## config.mk

```make
export PLATFORM = sky130hd
export DESIGN_NAME = md5_message_digest
export DESIGN_NICKNAME = d
export VERILOG_FILES = /design/src/sv/md5_pkg.sv /design/src/sv/md5_block_ram.sv /design/src/sv/md5_round.sv /design/src/sv/md5_message_digest.sv
export SDC_FILE = /design/constraint.sdc
export NUM_CORES = 2
export LEC_CHECK = 0
export BUFFER_PORTS_ARGS = -buffer_cell sky130_fd_sc_hd__clkbuf_2
export CORE_ASPECT_RATIO = 1.4
export CORE_MARGIN = 4
export CORE_UTILIZATION = 44
export CTS_CLUSTER_DIAMETER = 120
export DETAILED_ROUTE_END_ITERATION = 12
export GPL_TIMING_DRIVEN = 0
export PLACE_DENSITY = 0.59
export SYNTH_ARGS = -nofsm -noshare
export SYNTH_HDL_FRONTEND = slang
export SYNTH_SLANG_ARGS = --single-unit
```

## constraint.sdc

```tcl
create_clock -name clk_i -period 14.8 [get_ports clk_i]
set_clock_uncertainty 0.1 [all_clocks]
set_input_delay 1.48 -clock clk_i [delete_from_list [all_inputs] [get_ports clk_i]]
set_output_delay 1.48 -clock clk_i [all_outputs]
set_load 0.01 [all_outputs]
```

## src/sv/md5_pkg.sv

```systemverilog
package md5_pkg;

  // Block buffer geometry
  localparam int unsigned BlockWords = 16;
  localparam int unsigned AddrW      = $clog2(BlockWords);

  // Round registers A..D
  typedef struct packed {
    logic [31:0] a;
    logic [31:0] b;
    logic [31:0] c;
    logic [31:0] d;
  } md5_work_t;

  // Chaining values at message start
  localparam logic [31:0] InitA = 32'h67452301;
  localparam logic [31:0] InitB = 32'hefcdab89;
  localparam logic [31:0] InitC = 32'h98badcfe;
  localparam logic [31:0] InitD = 32'h10325476;

  // Padding marker byte
  localparam logic [7:0] PadMarker = 8'h80;

  // Sine-derived additive constants, one per round
  localparam logic [31:0] SineK [64] = '{
    32'hd76aa478, 32'he8c7b756, 32'h242070db, 32'hc1bdceee,
    32'hf57c0faf, 32'h4787c62a, 32'ha8304613, 32'hfd469501,
    32'h698098d8, 32'h8b44f7af, 32'hffff5bb1, 32'h895cd7be,
    32'h6b901122, 32'hfd987193, 32'ha679438e, 32'h49b40821,
    32'hf61e2562, 32'hc040b340, 32'h265e5a51, 32'he9b6c7aa,
    32'hd62f105d, 32'h02441453, 32'hd8a1e681, 32'he7d3fbc8,
    32'h21e1cde6, 32'hc33707d6, 32'hf4d50d87, 32'h455a14ed,
    32'ha9e3e905, 32'hfcefa3f8, 32'h676f02d9, 32'h8d2a4c8a,
    32'hfffa3942, 32'h8771f681, 32'h6d9d6122, 32'hfde5380c,
    32'ha4beea44, 32'h4bdecfa9, 32'hf6bb4b60, 32'hbebfbc70,
    32'h289b7ec6, 32'heaa127fa, 32'hd4ef3085, 32'h04881d05,
    32'hd9d4d039, 32'he6db99e5, 32'h1fa27cf8, 32'hc4ac5665,
    32'hf4292244, 32'h432aff97, 32'hab9423a7, 32'hfc93a039,
    32'h655b59c3, 32'h8f0ccc92, 32'hffeff47d, 32'h85845dd1,
    32'h6fa87e4f, 32'hfe2ce6e0, 32'ha3014314, 32'h4e0811a1,
    32'hf7537e82, 32'hbd3af235, 32'h2ad7d2bb, 32'heb86d391
  };

  // Message word used by a round
  function automatic logic [AddrW-1:0] msg_index(logic [5:0] rnd);
    logic [3:0] r4;
    logic [3:0] g;
    r4 = rnd[3:0];
    case (rnd[5:4])
      2'd0:    g = r4;
      2'd1:    g = 4'(r4 * 4'd5 + 4'd1);
      2'd2:    g = 4'(r4 * 4'd3 + 4'd5);
      default: g = 4'(r4 * 4'd7);
    endcase
    return AddrW'(g);
  endfunction

  // Left rotate amount by quarter and position
  function automatic logic [4:0] rot_amount(logic [5:0] rnd);
    logic [4:0] s;
    case ({rnd[5:4], rnd[1:0]})
      4'h0:    s = 5'd7;
      4'h1:    s = 5'd12;
      4'h2:    s = 5'd17;
      4'h3:    s = 5'd22;
      4'h4:    s = 5'd5;
      4'h5:    s = 5'd9;
      4'h6:    s = 5'd14;
      4'h7:    s = 5'd20;
      4'h8:    s = 5'd4;
      4'h9:    s = 5'd11;
      4'ha:    s = 5'd16;
      4'hb:    s = 5'd23;
      4'hc:    s = 5'd6;
      4'hd:    s = 5'd10;
      4'he:    s = 5'd15;
      default: s = 5'd21;
    endcase
    return s;
  endfunction

endpackage

```

## src/sv/md5_block_ram.sv

```systemverilog
module md5_block_ram (
  input  logic                       clk_i,
  input  logic                       wr_en_i,
  input  logic [md5_pkg::AddrW-1:0]  wr_addr_i,
  input  logic [31:0]                wr_data_i,
  input  logic [md5_pkg::AddrW-1:0]  rd_addr_i,
  output logic [31:0]                rd_data_o
);
  import md5_pkg::*;

  logic [31:0] mem [BlockWords];

  // Write port
  always_ff @(posedge clk_i) begin
    if (wr_en_i) begin
      mem[wr_addr_i] <= wr_data_i;
    end
  end

  // Registered read port
  always_ff @(posedge clk_i) begin
    rd_data_o <= mem[rd_addr_i];
  end

endmodule

```

## src/sv/md5_round.sv

```systemverilog
module md5_round (
  input  logic [5:0]         round_i,
  input  md5_pkg::md5_work_t work_i,
  input  logic [31:0]        msg_i,
  output md5_pkg::md5_work_t work_o
);
  import md5_pkg::*;

  logic [31:0] f;
  logic [31:0] t;
  logic [63:0] rot_w;

  // Round function by quarter
  always_comb begin
    case (round_i[5:4])
      2'd0:    f = (work_i.b & work_i.c) | (~work_i.b & work_i.d);
      2'd1:    f = (work_i.b & work_i.d) | (work_i.c & ~work_i.d);
      2'd2:    f = work_i.b ^ work_i.c ^ work_i.d;
      default: f = work_i.c ^ (work_i.b | ~work_i.d);
    endcase
  end

  assign t     = work_i.a + f + SineK[round_i] + msg_i;
  assign rot_w = {t, t} << rot_amount(round_i);

  // Shift the registers down by one
  assign work_o.a = work_i.d;
  assign work_o.b = work_i.b + rot_w[63:32];
  assign work_o.c = work_i.b;
  assign work_o.d = work_i.c;

endmodule

```

## src/sv/md5_message_digest.sv

```systemverilog
// MD5 digest engine, one message byte per input word.
// Input stream: s_axis_tuser = 0 carries a message byte in s_axis_tdata;
// s_axis_tuser = 1 ends the message (tdata ignored) and starts padding.
// Output stream: four words per message, chaining words A..D in order,
// m_axis_tuser gives the word index, m_axis_tlast marks D.
// Data bytes are taken while the engine is idle; the 64th byte of a block
// starts the compression (one read prime, 64 rounds, the chaining add),
// paced by the single read port of the block
// buffer that feeds one message word per round.
// End of message: 16 - (count%64)/4 padding writes and a compression, and a
// further 16 writes and compression if under 9 bytes of block room remain;
// then the four digest words, one per cycle while the receiver takes them.
// s_axis_tready is high only while the engine is idle; a stalled receiver
// holds the current digest word and the engine waits.
// Reset loads the initial chaining values and clears the byte count; the
// block buffer needs no clearing. After the last digest word is taken the
// engine returns to the same state and the next byte starts a new message.
module md5_message_digest (
  input  logic        clk_i,
  input  logic        rst_ni,
  // Input stream
  input  logic        s_axis_tvalid,
  output logic        s_axis_tready,
  input  logic [7:0]  s_axis_tdata,   // [7:0] data_byte
  input  logic        s_axis_tuser,   // [0] kind
  // Output stream
  output logic        m_axis_tvalid,
  input  logic        m_axis_tready,
  output logic [31:0] m_axis_tdata,   // [31:0] digest_word
  output logic [1:0]  m_axis_tuser,   // [1:0] word_index
  output logic        m_axis_tlast    // last
);
  import md5_pkg::*;

  typedef enum logic [2:0] {
    ST_IDLE, ST_PAD, ST_PRIME, ST_ROUND, ST_CHAIN, ST_OUT
  } state_e;

  typedef enum logic [1:0] {
    CK_DATA, CK_EXTRA, CK_FINAL
  } ckind_e;

  state_e           state_q;
  ckind_e           ckind_q;
  logic             second_q;
  logic [AddrW-1:0] wp_q;
  logic [5:0]       round_q;
  logic [1:0]       idx_q;
  logic [60:0]      count_q;
  logic [31:0]      chain_q [4];
  logic [31:0]      acc_q;
  md5_work_t        work_q;
  md5_work_t        work_nxt;

  logic             in_acc;
  logic             out_acc;
  logic [5:0]       pos;
  logic [63:0]      bit_len;
  logic             len_here;
  logic [31:0]      part_word;
  logic [31:0]      pad_word;
  logic             wr_en;
  logic [AddrW-1:0] wr_addr;
  logic [31:0]      wr_data;
  logic [AddrW-1:0] rd_addr;
  logic [31:0]      rd_data;

  assign s_axis_tready = (state_q == ST_IDLE);
  assign in_acc        = s_axis_tvalid && s_axis_tready;
  assign m_axis_tvalid = (state_q == ST_OUT);
  assign out_acc       = m_axis_tvalid && m_axis_tready;
  assign m_axis_tdata  = chain_q[idx_q];
  assign m_axis_tuser  = idx_q;
  assign m_axis_tlast  = (idx_q == 2'd3);

  assign pos     = count_q[5:0];
  assign bit_len = {count_q, 3'b000};

  // Last partial word: received bytes, marker, zeros
  always_comb begin
    for (int j = 0; j < 4; j++) begin
      if (2'(j) < pos[1:0]) begin
        part_word[8*j +: 8] = acc_q[8*j +: 8];
      end else if (2'(j) == pos[1:0]) begin
        part_word[8*j +: 8] = PadMarker;
      end else begin
        part_word[8*j +: 8] = 8'h00;
      end
    end
  end

  // Padding word for the current write pointer
  assign len_here = second_q || (pos[5:3] != 3'b111);
  always_comb begin
    if (len_here && wp_q == AddrW'(14)) begin
      pad_word = bit_len[31:0];
    end else if (len_here && wp_q == AddrW'(15)) begin
      pad_word = bit_len[63:32];
    end else if (!second_q && wp_q == pos[5:2]) begin
      pad_word = part_word;
    end else begin
      pad_word = 32'h0;
    end
  end

  // Block buffer ports
  assign wr_en   = (in_acc && !s_axis_tuser && pos[1:0] == 2'd3) || (state_q == ST_PAD);
  assign wr_addr = (state_q == ST_PAD) ? wp_q : pos[5:2];
  assign wr_data = (state_q == ST_PAD) ? pad_word : {s_axis_tdata, acc_q[23:0]};
  assign rd_addr = (state_q == ST_PRIME) ? msg_index(6'd0) : msg_index(round_q + 6'd1);

  md5_block_ram u_ram (
    .clk_i     (clk_i),
    .wr_en_i   (wr_en),
    .wr_addr_i (wr_addr),
    .wr_data_i (wr_data),
    .rd_addr_i (rd_addr),
    .rd_data_o (rd_data)
  );

  md5_round u_round (
    .round_i (round_q),
    .work_i  (work_q),
    .msg_i   (rd_data),
    .work_o  (work_nxt)
  );

  // Sequencer
  always_ff @(posedge clk_i or negedge rst_ni) begin
    if (!rst_ni) begin
      state_q  <= ST_IDLE;
      ckind_q  <= CK_DATA;
      second_q <= 1'b0;
      wp_q     <= '0;
      round_q  <= '0;
      idx_q    <= '0;
      count_q  <= '0;
    end else begin
      case (state_q)
        ST_IDLE: begin
          if (in_acc) begin
            if (!s_axis_tuser) begin
              count_q <= count_q + 61'd1;
              if (pos == 6'd63) begin
                ckind_q <= CK_DATA;
                state_q <= ST_PRIME;
              end
            end else begin
              second_q <= 1'b0;
              wp_q     <= pos[5:2];
              state_q  <= ST_PAD;
            end
          end
        end
        ST_PAD: begin
          if (wp_q == AddrW'(BlockWords - 1)) begin
            ckind_q <= (!second_q && pos[5:3] == 3'b111) ? CK_EXTRA : CK_FINAL;
            state_q <= ST_PRIME;
          end else begin
            wp_q <= wp_q + AddrW'(1);
          end
        end
        ST_PRIME: begin
          round_q <= '0;
          state_q <= ST_ROUND;
        end
        ST_ROUND: begin
          round_q <= round_q + 6'd1;
          if (round_q == 6'd63) begin
            state_q <= ST_CHAIN;
          end
        end
        ST_CHAIN: begin
          case (ckind_q)
            CK_EXTRA: begin
              second_q <= 1'b1;
              wp_q     <= '0;
              state_q  <= ST_PAD;
            end
            CK_FINAL: begin
              idx_q   <= '0;
              state_q <= ST_OUT;
            end
            default: state_q <= ST_IDLE;
          endcase
        end
        ST_OUT: begin
          if (out_acc) begin
            idx_q <= idx_q + 2'd1;
            if (idx_q == 2'd3) begin
              count_q <= '0;
              state_q <= ST_IDLE;
            end
          end
        end
        default: state_q <= ST_IDLE;
      endcase
    end
  end

  // Chaining words
  always_ff @(posedge clk_i or negedge rst_ni) begin
    if (!rst_ni) begin
      chain_q[0] <= InitA;
      chain_q[1] <= InitB;
      chain_q[2] <= InitC;
      chain_q[3] <= InitD;
    end else if (state_q == ST_CHAIN) begin
      chain_q[0] <= chain_q[0] + work_q.a;
      chain_q[1] <= chain_q[1] + work_q.b;
      chain_q[2] <= chain_q[2] + work_q.c;
      chain_q[3] <= chain_q[3] + work_q.d;
    end else if (out_acc && idx_q == 2'd3) begin
      chain_q[0] <= InitA;
      chain_q[1] <= InitB;
      chain_q[2] <= InitC;
      chain_q[3] <= InitD;
    end
  end

  // Byte gather and round registers
  always_ff @(posedge clk_i) begin
    if (in_acc && !s_axis_tuser) begin
      acc_q[8*pos[1:0] +: 8] <= s_axis_tdata;
    end
    if (state_q == ST_PRIME) begin
      work_q <= '{a: chain_q[0], b: chain_q[1], c: chain_q[2], d: chain_q[3]};
    end else if (state_q == ST_ROUND) begin
      work_q <= work_nxt;
    end
  end

  // Checks
  a_no_overlap: assert property (@(posedge clk_i) disable iff (!rst_ni)
    m_axis_tvalid |-> !s_axis_tready)
    else $error("input accepted while digest is pending");

  a_round_idle: assert property (@(posedge clk_i) disable iff (!rst_ni)
    (state_q != ST_ROUND) |-> (round_q == 6'd0))
    else $error("round counter not cleared outside compression");

  a_block_full: assert property (@(posedge clk_i) disable iff (!rst_ni)
    (in_acc && !s_axis_tuser && pos == 6'd63) |=> (state_q == ST_PRIME))
    else $error("full block did not start compression");

  a_last_done: assert property (@(posedge clk_i) disable iff (!rst_ni)
    (out_acc && m_axis_tlast) |=> (!m_axis_tvalid && count_q == 61'd0))
    else $error("digest end did not restart message");

endmodule
```

# Yosys cells after proc, flatten, opt, wreduce, memory -nomap -nowiden
# Memories as Yosys holds them, arrays and structs flattened. A register that Yosys moved wholly into a read port is not among the register bits.
# Index checks and enable logic that the tools add are counted.
dict set report word_totals {
  elab_cells 186
  memories 3
  ram_bits 512
  out_inout_bits 37
  inputBits 13
  mem_bits_ro 2128
  regBits 367
}
# name depth word_bits rd rd_clocked_by_memory_dff write_ports line_no
set memory_table {}
lappend memory_table {{(name not given)} 64 32 1 0 0 md5_round.sv:23} ;# assign t = work_i.a + f + SineK[round_i] + msg_i;
lappend memory_table {u_ram.mem 16 32 1 1 1 md5_block_ram.sv:11} ;# logic [31:0] mem [BlockWords];
lappend memory_table {{(name not given)} 16 5 1 0 0 md5_pkg.sv:61} ;# case ({rnd[5:4], rnd[1:0]})
dict set report classes {
  add_sub_neg 15
  mux 61
  n_reduce_logical 30
  bitwise 14
  n_eq_ne 35
  magnitude_cmp 6
  mul 3
  n_shift 3
}
# cell count
set op_table {}
lappend op_table {{two-way mux 128 bit} 4}
lappend op_table {{adder 32 bit} 8}
lappend op_table {{two-way mux 32 bit} 8}
lappend op_table {{two-way mux 61 bit} 4}
lappend op_table {{AND 32 bit} 4}
lappend op_table {{one-hot mux 61 bit (2 select lines)} 1}
lappend op_table {{bitwise OR 32 bit} 3}
lappend op_table {{one-hot mux 32 bit (3 select lines)} 1}
lappend op_table {{bitwise XOR 32 bit} 3}
lappend op_table {{binary-select mux 32 bit (select 2 bit)} 1}
lappend op_table {{two-way mux 8 bit} 8}
lappend op_table {{NOT 32 bit} 2}
lappend op_table {{<< shifter 64 x 5 -> 64 bit} 1}
lappend op_table {{adder 61 x 1 -> 61 bit (second input constant)} 1}
lappend op_table {{negator 5 -> 34 bit} 1}
lappend op_table {{variable shift 8 x 34 -> 32 bit (first input constant)} 1}
lappend op_table {{indexed part select 8 x 34 -> 32 bit} 1}
lappend op_table {{bitwise mux 32 bit} 1}
lappend op_table {{two-way mux 4 bit} 6}
lappend op_table {{one-hot mux 4 bit (3 select lines)} 2}
lappend op_table {{two-way mux 3 bit} 7}
lappend op_table {{one-hot mux 3 bit (6 select lines)} 1}
lappend op_table {{AND reduction 5 bit} 3}
lappend op_table {{two-way mux 2 bit} 7}
lappend op_table {{41 further kinds} 88}

# Depth between registers and ports, before layout
dict set report logic_depth {
  depth_word 11
  depth_mapped 40
  depth_no_buf 39
}

# By module
# Synthesis repeated with hierarchy kept, for this count alone.
dict set report unflattened {
  hier_cells 5034
  area_unflattened_um2 55789.8
}
# mod seq_area_each_um2 instances area_each_um2 cells_per_inst
set by_module_without_submodules {}
lappend by_module_without_submodules {md5_message_digest 9824.4 1 22967.0 2268}
lappend by_module_without_submodules {md5_block_ram 16015.4 1 19835.3 838}
lappend by_module_without_submodules {md5_round 0.0 1 12987.5 1928}

# Worst setup path after synthesis
# No wires, ideal clock.
dict set report synth_path {
  path_kind {register to register}
  from {reg round_q[1]}
  to {reg work_q[95] in the netlist's numbering, data pin}
  t_arrival_ns 9.185
  path_stages_with_launch 37
  required_time_ns 14.565
  n_path_buf 2
  slack_ns 5.380
  setup_time_ns 0.135
  period_less_slack_ns 9.420
  cell_sequence {dfrtp_1 -> clkinv_1 -> ha_1 -> buf_2 -> clkbuf_1 -> nor2_1 -> o31a_1 -> mux4_2 -> fa_1 -> fa_1 -> inv_1 -> ha_1 -> inv_1 -> fa_1 -> and2b_1 -> o2111ai_1 -> and3_1 -> or3_1 -> a211oi_1 -> o22ai_1 -> xor2_1 -> mux4_2 -> a21oi_1 -> mux2i_1 -> mux2_2 -> ha_1 -> o21a_1 -> a2111oi_2 -> o211a_1 -> nor4bb_1 -> o211a_1 -> o41a_1 -> a211oi_2 -> nor3_1 -> or2_0 -> a211o_1 -> nand3_1}
}
dict set report synth_between {
  elab_chain_cells 10
  word_cells_on_any_way 11
  classes_between {add/sub: 3; shift: 1; mux: 4; bitwise: 1; memory: 2}
}
# item line_no
set synth_rtl {}
lappend synth_rtl {{start, declared} md5_message_digest.sv:47} ;# logic [5:0] round_q;
lappend synth_rtl {{start signal, assigned} md5_message_digest.sv:168} ;# round_q <= round_q + 6'd1;
lappend synth_rtl {{NOT 6 -> 7 bit (implied by the code)} md5_round.sv:23}
lappend synth_rtl {{memory read (64 x 32 bit)} n/a}
lappend synth_rtl {{two-way mux 32 bit (implied by the code) (2 in a row)} md5_round.sv:23}
lappend synth_rtl {{adder 32 bit (2 in a row)} md5_round.sv:23}
lappend synth_rtl {{<< shifter 64 x 5 -> 64 bit *} md5_round.sv:24} ;# assign rot_w = {t, t} << rot_amount(round_i);
lappend synth_rtl {{adder 32 bit *} md5_round.sv:28} ;# assign work_o.b = work_i.b + rot_w[63:32];
lappend synth_rtl {{two-way mux 128 bit *} md5_message_digest.sv:228} ;# end else if (state_q == ST_ROUND) begin
lappend synth_rtl {{two-way mux 128 bit *} md5_message_digest.sv:226} ;# if (state_q == ST_PRIME) begin
lappend synth_rtl {{end signal, assigned} md5_message_digest.sv:227} ;# work_q <= '{a: chain_q[0], b: chain_q[1], c: chain_q[2], d: chain_q[3]};
lappend synth_rtl {{end signal, assigned} md5_message_digest.sv:229} ;# work_q <= work_nxt;
lappend synth_rtl {{end, declared} md5_message_digest.sv:52} ;# md5_work_t work_q;
# Every way passes the cells marked *; elsewhere a longest branch is shown, timed or not. The select of a mux whose other input is x is not followed.
# A chain may end at the register's enable or synchronous reset.

# Final worst setup path
dict set report layout_path {
  from {reg round_q[4]}
  to {reg work_q[92] in the netlist's numbering, data pin}
}
dict set report layout_between {
  elab_chain_cells 10
  word_cells_on_any_way 16
  classes_between {add/sub: 4; eq/ne: 2; shift: 1; mux: 5; bitwise: 1; reduce/logical: 1; memory: 2}
}
# item line_no
set layout_rtl {}
lappend layout_rtl {{branches (longest 6 deep; another with adder 32 bit)} n/a}
lappend layout_rtl {{<< shifter 64 x 5 -> 64 bit *} md5_round.sv:24}
lappend layout_rtl {{adder 32 bit *} md5_round.sv:28}
lappend layout_rtl {{two-way mux 128 bit *} md5_message_digest.sv:228}
lappend layout_rtl {{two-way mux 128 bit *} md5_message_digest.sv:226}
# Mark *: on every way between the ends. The select of a mux whose other input is x is not followed.

==> impl_metrics.toml <==
[drt]
wl_per_cell_um = 30.31
via_per_inst = 6.266
ant_nets = 0
wl_mm = 226.4
vias = 46800
drt-initial-drc-count = 4615
drcViolationCount = 0
dr.pass1.iters = 8

[placed_design]
dp_cells = 7299
dp_hpwl_mm = 170.4
place_ws_ps = 1692
dpl_cell_area_mm2 = 0.05812
io_buffers = 49
routabilityCongestion = 1.054

[sta]
setup_viol = 0
hold_viol_final = 0
fmax_mhz = 73.83
period_share_pct = 91.52
rsz0062_at_grt = "no"
finalMaxSlewViolations = 0
setup_tns_ps = 0
tightest_slew_ps = 1416
finalWorstSetupSlack_ps = 1255
relSlewSlack_pct = 5.626
min_period_ps = 13550

[yosys]
synth_top_area_share_pct = 36.24
synth_edf_count = 664
synth_seq_area_share_pct = 46.96
netlist_area_mm2 = 0.05502
synth.distinct_cells = 89
syn_nets = 5887
ys_ff_latch = 903
synth_area_leaders = "edfxtp_1, dfrtp_1, nand2_1, ha_1, a21oi_1"
synthArstFlopShare_pct = 22.92
synth_top_cell_by_area = "edfxtp_1"
syn_inst = 5583
syn_area_per_cell_um2 = 9.855
synthFlopType = "edfxtp_1"
yosys_warnings = 0

[die]
fp.dieW_um = 306.9
ioPinCount = 50
start_util_pct = 44.29
die_y_um = 426.4
fp.dieArea_mm2 = 0.1309
rows = 153
core_area_mm2 = 0.1242

[worst_setup_path]
startpoint_type = "flop"
crit_fanout = 10
required_ps = 15090
crit_path_frequent_cell = "a21oi_1"
crit_path_max_incr_delay_ps = 870
cp_slowest_cell = "mux2i_1"
crit_type = "reg -> reg"
cp_num_buf_inv = 9
endpoint_kind = "flop"
critPathTopFamily = "compound AO/OA/AOI/OAI gates"
worstPathArrival_ps = 13840

[clock_network]
cts_tree = "built"
cts.clk_slew.worst_paths_ps = 70
cts_made_buffers = 91
cts_buffer_depth = 3
clockRootBuffer = "clkbuf_16"
clock-sinks = 903
postCtsHoldBufs = 0
postCtsSetupRepairBufs = 0
cts_resized = 0
worstSkewPairLatency_ps = 710
ctsHtreeMaxLevel = 3

[global_route]
grt_pass1_vias = 45420
grt-ovfl-total = 0
track_usage_pct = 33.96
grt_max_degree = 96
grt_pass1_wl_mm = 321.4
grt_antenna_before_repair = 3

[layout]
stdcell_area_mm2 = 0.06103
nets = 6070
drive_above_1_share_pct = 8.065
instances_no_fill = 7469
area_growth_pct = 10.93
finish.utilization_pct = 49.13

[pwr]
p_leak_uw = 0.02318
p_per_area_mw_per_mm2 = 82.61
vdd_drop_max_v = 0.0001007

[hold_path]
hp-class = "reg -> reg"

[status]
status = "completed"

[flow_run]
drv_cap = 0
-- worst register-to-register path, delay by kind of cell (launching register included) --
family	cells	cell delay (ps)
multiplexers	2	1030
AO/OA/AOI/OAI	14	4170
AND/OR/NAND/NOR	5	1360
XOR/XNOR	2	360
flip-flops	1	330
adder cells (fa/ha/maj)	5	2010
buffers and inverters	9	3860
-- routing by layer --
layer	vias up	wire [µm]	global-route usage [%]
met5	-	9	0
met4	2	20310	25.47
li1	20820	-	-
met1	23250	82950	39.39
met2	2112	108000	57.05
met3	608	15180	5.060
-- area by class of cell --
type | count | area (µm²)
repair buffers | 90 | 885.9
clock buffers | 115 | 2429
flip-flops and latches | 903 | 25840
diodes | 2 | 5.005
inverters | 193 | 729.5
plain buffers | 327 | 1261
well taps | 1627 | 2036
clock inverters | 52 | 461.7
fillers | 11530 | 63210
multi-input cells | 4160 | 27390
-- stage by stage --
step	power (µW)	hold slack, ps
2_1_floorplan	2752	372.2
3_3_place_gp	2773	390.5
3_5_place_dp	2777	405.9
4_1_cts	5068	419.8
5_1_grt	5162	450.0
6_report	5042	414.0
-- logic make-up (layout without fill, tap and decap cells) --
kind of cell    after synthesis  in the layout  share of synthesized area (%)
simple gates               1870           1870                          15.27
compound gates             1579           1579                          18.58
flops                       903            903                          46.96
buf+inv                     520            777                          3.609
fa+ha+maj                   291            291                          7.531
xor+xnor                    264            264                          4.202
mux                         156            156                          3.850
other cells                   0              2                              0
-- where the power goes --
part	switching [µW]	internal, µW
logic	23.6	4.76
registers	0	2700
clock network	1030	1290
total	1060	3990
-- final timing paths --
check	slack (ps)	from	end	cells past startpoint
max	1250	round_q[4]	work_q[92]	37
min	410	ckind_q[1]	ckind_q[1]	2
max reg2reg	1250	round_q[4]	work_q[92]	37
min reg2reg	410	ckind_q[1]	ckind_q[1]	2
max in group asynchronous	12960	rst_ni	count_q[23]	2
min in group asynchronous	640	rst_ni	chain_q[15]	1
-- registers in the layout (all words and copies together), names as in the netlist --
register / count
acc_q: 24
chain_q: 128
ckind_q: 2
count_q: 61
m_axis_tuser: 2
round_q: 6
second_q: 1
state_q: 3
u_ram.mem: 512
u_ram.rd_data_o: 32
work_q: 128
wp_q: 4
-- placed cells by master, fill, tap and decap left out, drive strengths merged, types with 36 or more instances in the layout --
cell    netlist  routed
clkinv        4      43
inv         189     194
ha          224     224
nor2        346     346
and2        176     176
o211ai       89      89
a311oi       82      82
a31oi        97      97
nor3         95      95
dfrtp       143     143
or2          42      42
nand2       895     895
mux2i        89      89
o21ai       341     341
edfxtp      664     664
mux4         42      42
clkbuf      264     428
a21o         86      86
xor2        120     120
a211oi      212     212
a21oi       403     403
buf          63     104
dfstp        64      64
nand3       145     145
fa           67      67
xnor2       144     144
and3         36      36
-- cell usage after synthesis (9+ instances only) --
cell type	instances
and2_1	156
clkbuf_1	263
nand2_1	895
dfrtp_1	143
a22oi_1	23
o21bai_1	31
xnor2_1	144
or3_1	28
o21ai_0	337
dfstp_2	64
and2_0	20
edfxtp_1	664
a21oi_1	403
xor2_1	120
o21a_1	33
a21o_1	86
mux2i_1	89
dfxtp_1	32
a211o_1	14
buf_2	20
or2_2	41
a311oi_1	82
nand4_1	23
a211oi_1	210
nor2b_1	17
o311ai_0	9
a31oi_1	97
ha_1	224
buf_1	41
o211ai_1	89
mux4_2	42
nand2b_1	23
inv_1	188
and4_1	11
a221oi_1	12
o31ai_1	17
mux2_2	25
a2111oi_0	10
nor2_1	346
nand3_1	142
o22ai_1	24
nor3_1	93
and3_1	36
fa_1	67
No activity file was read; power rests on OpenSTA's default activity.
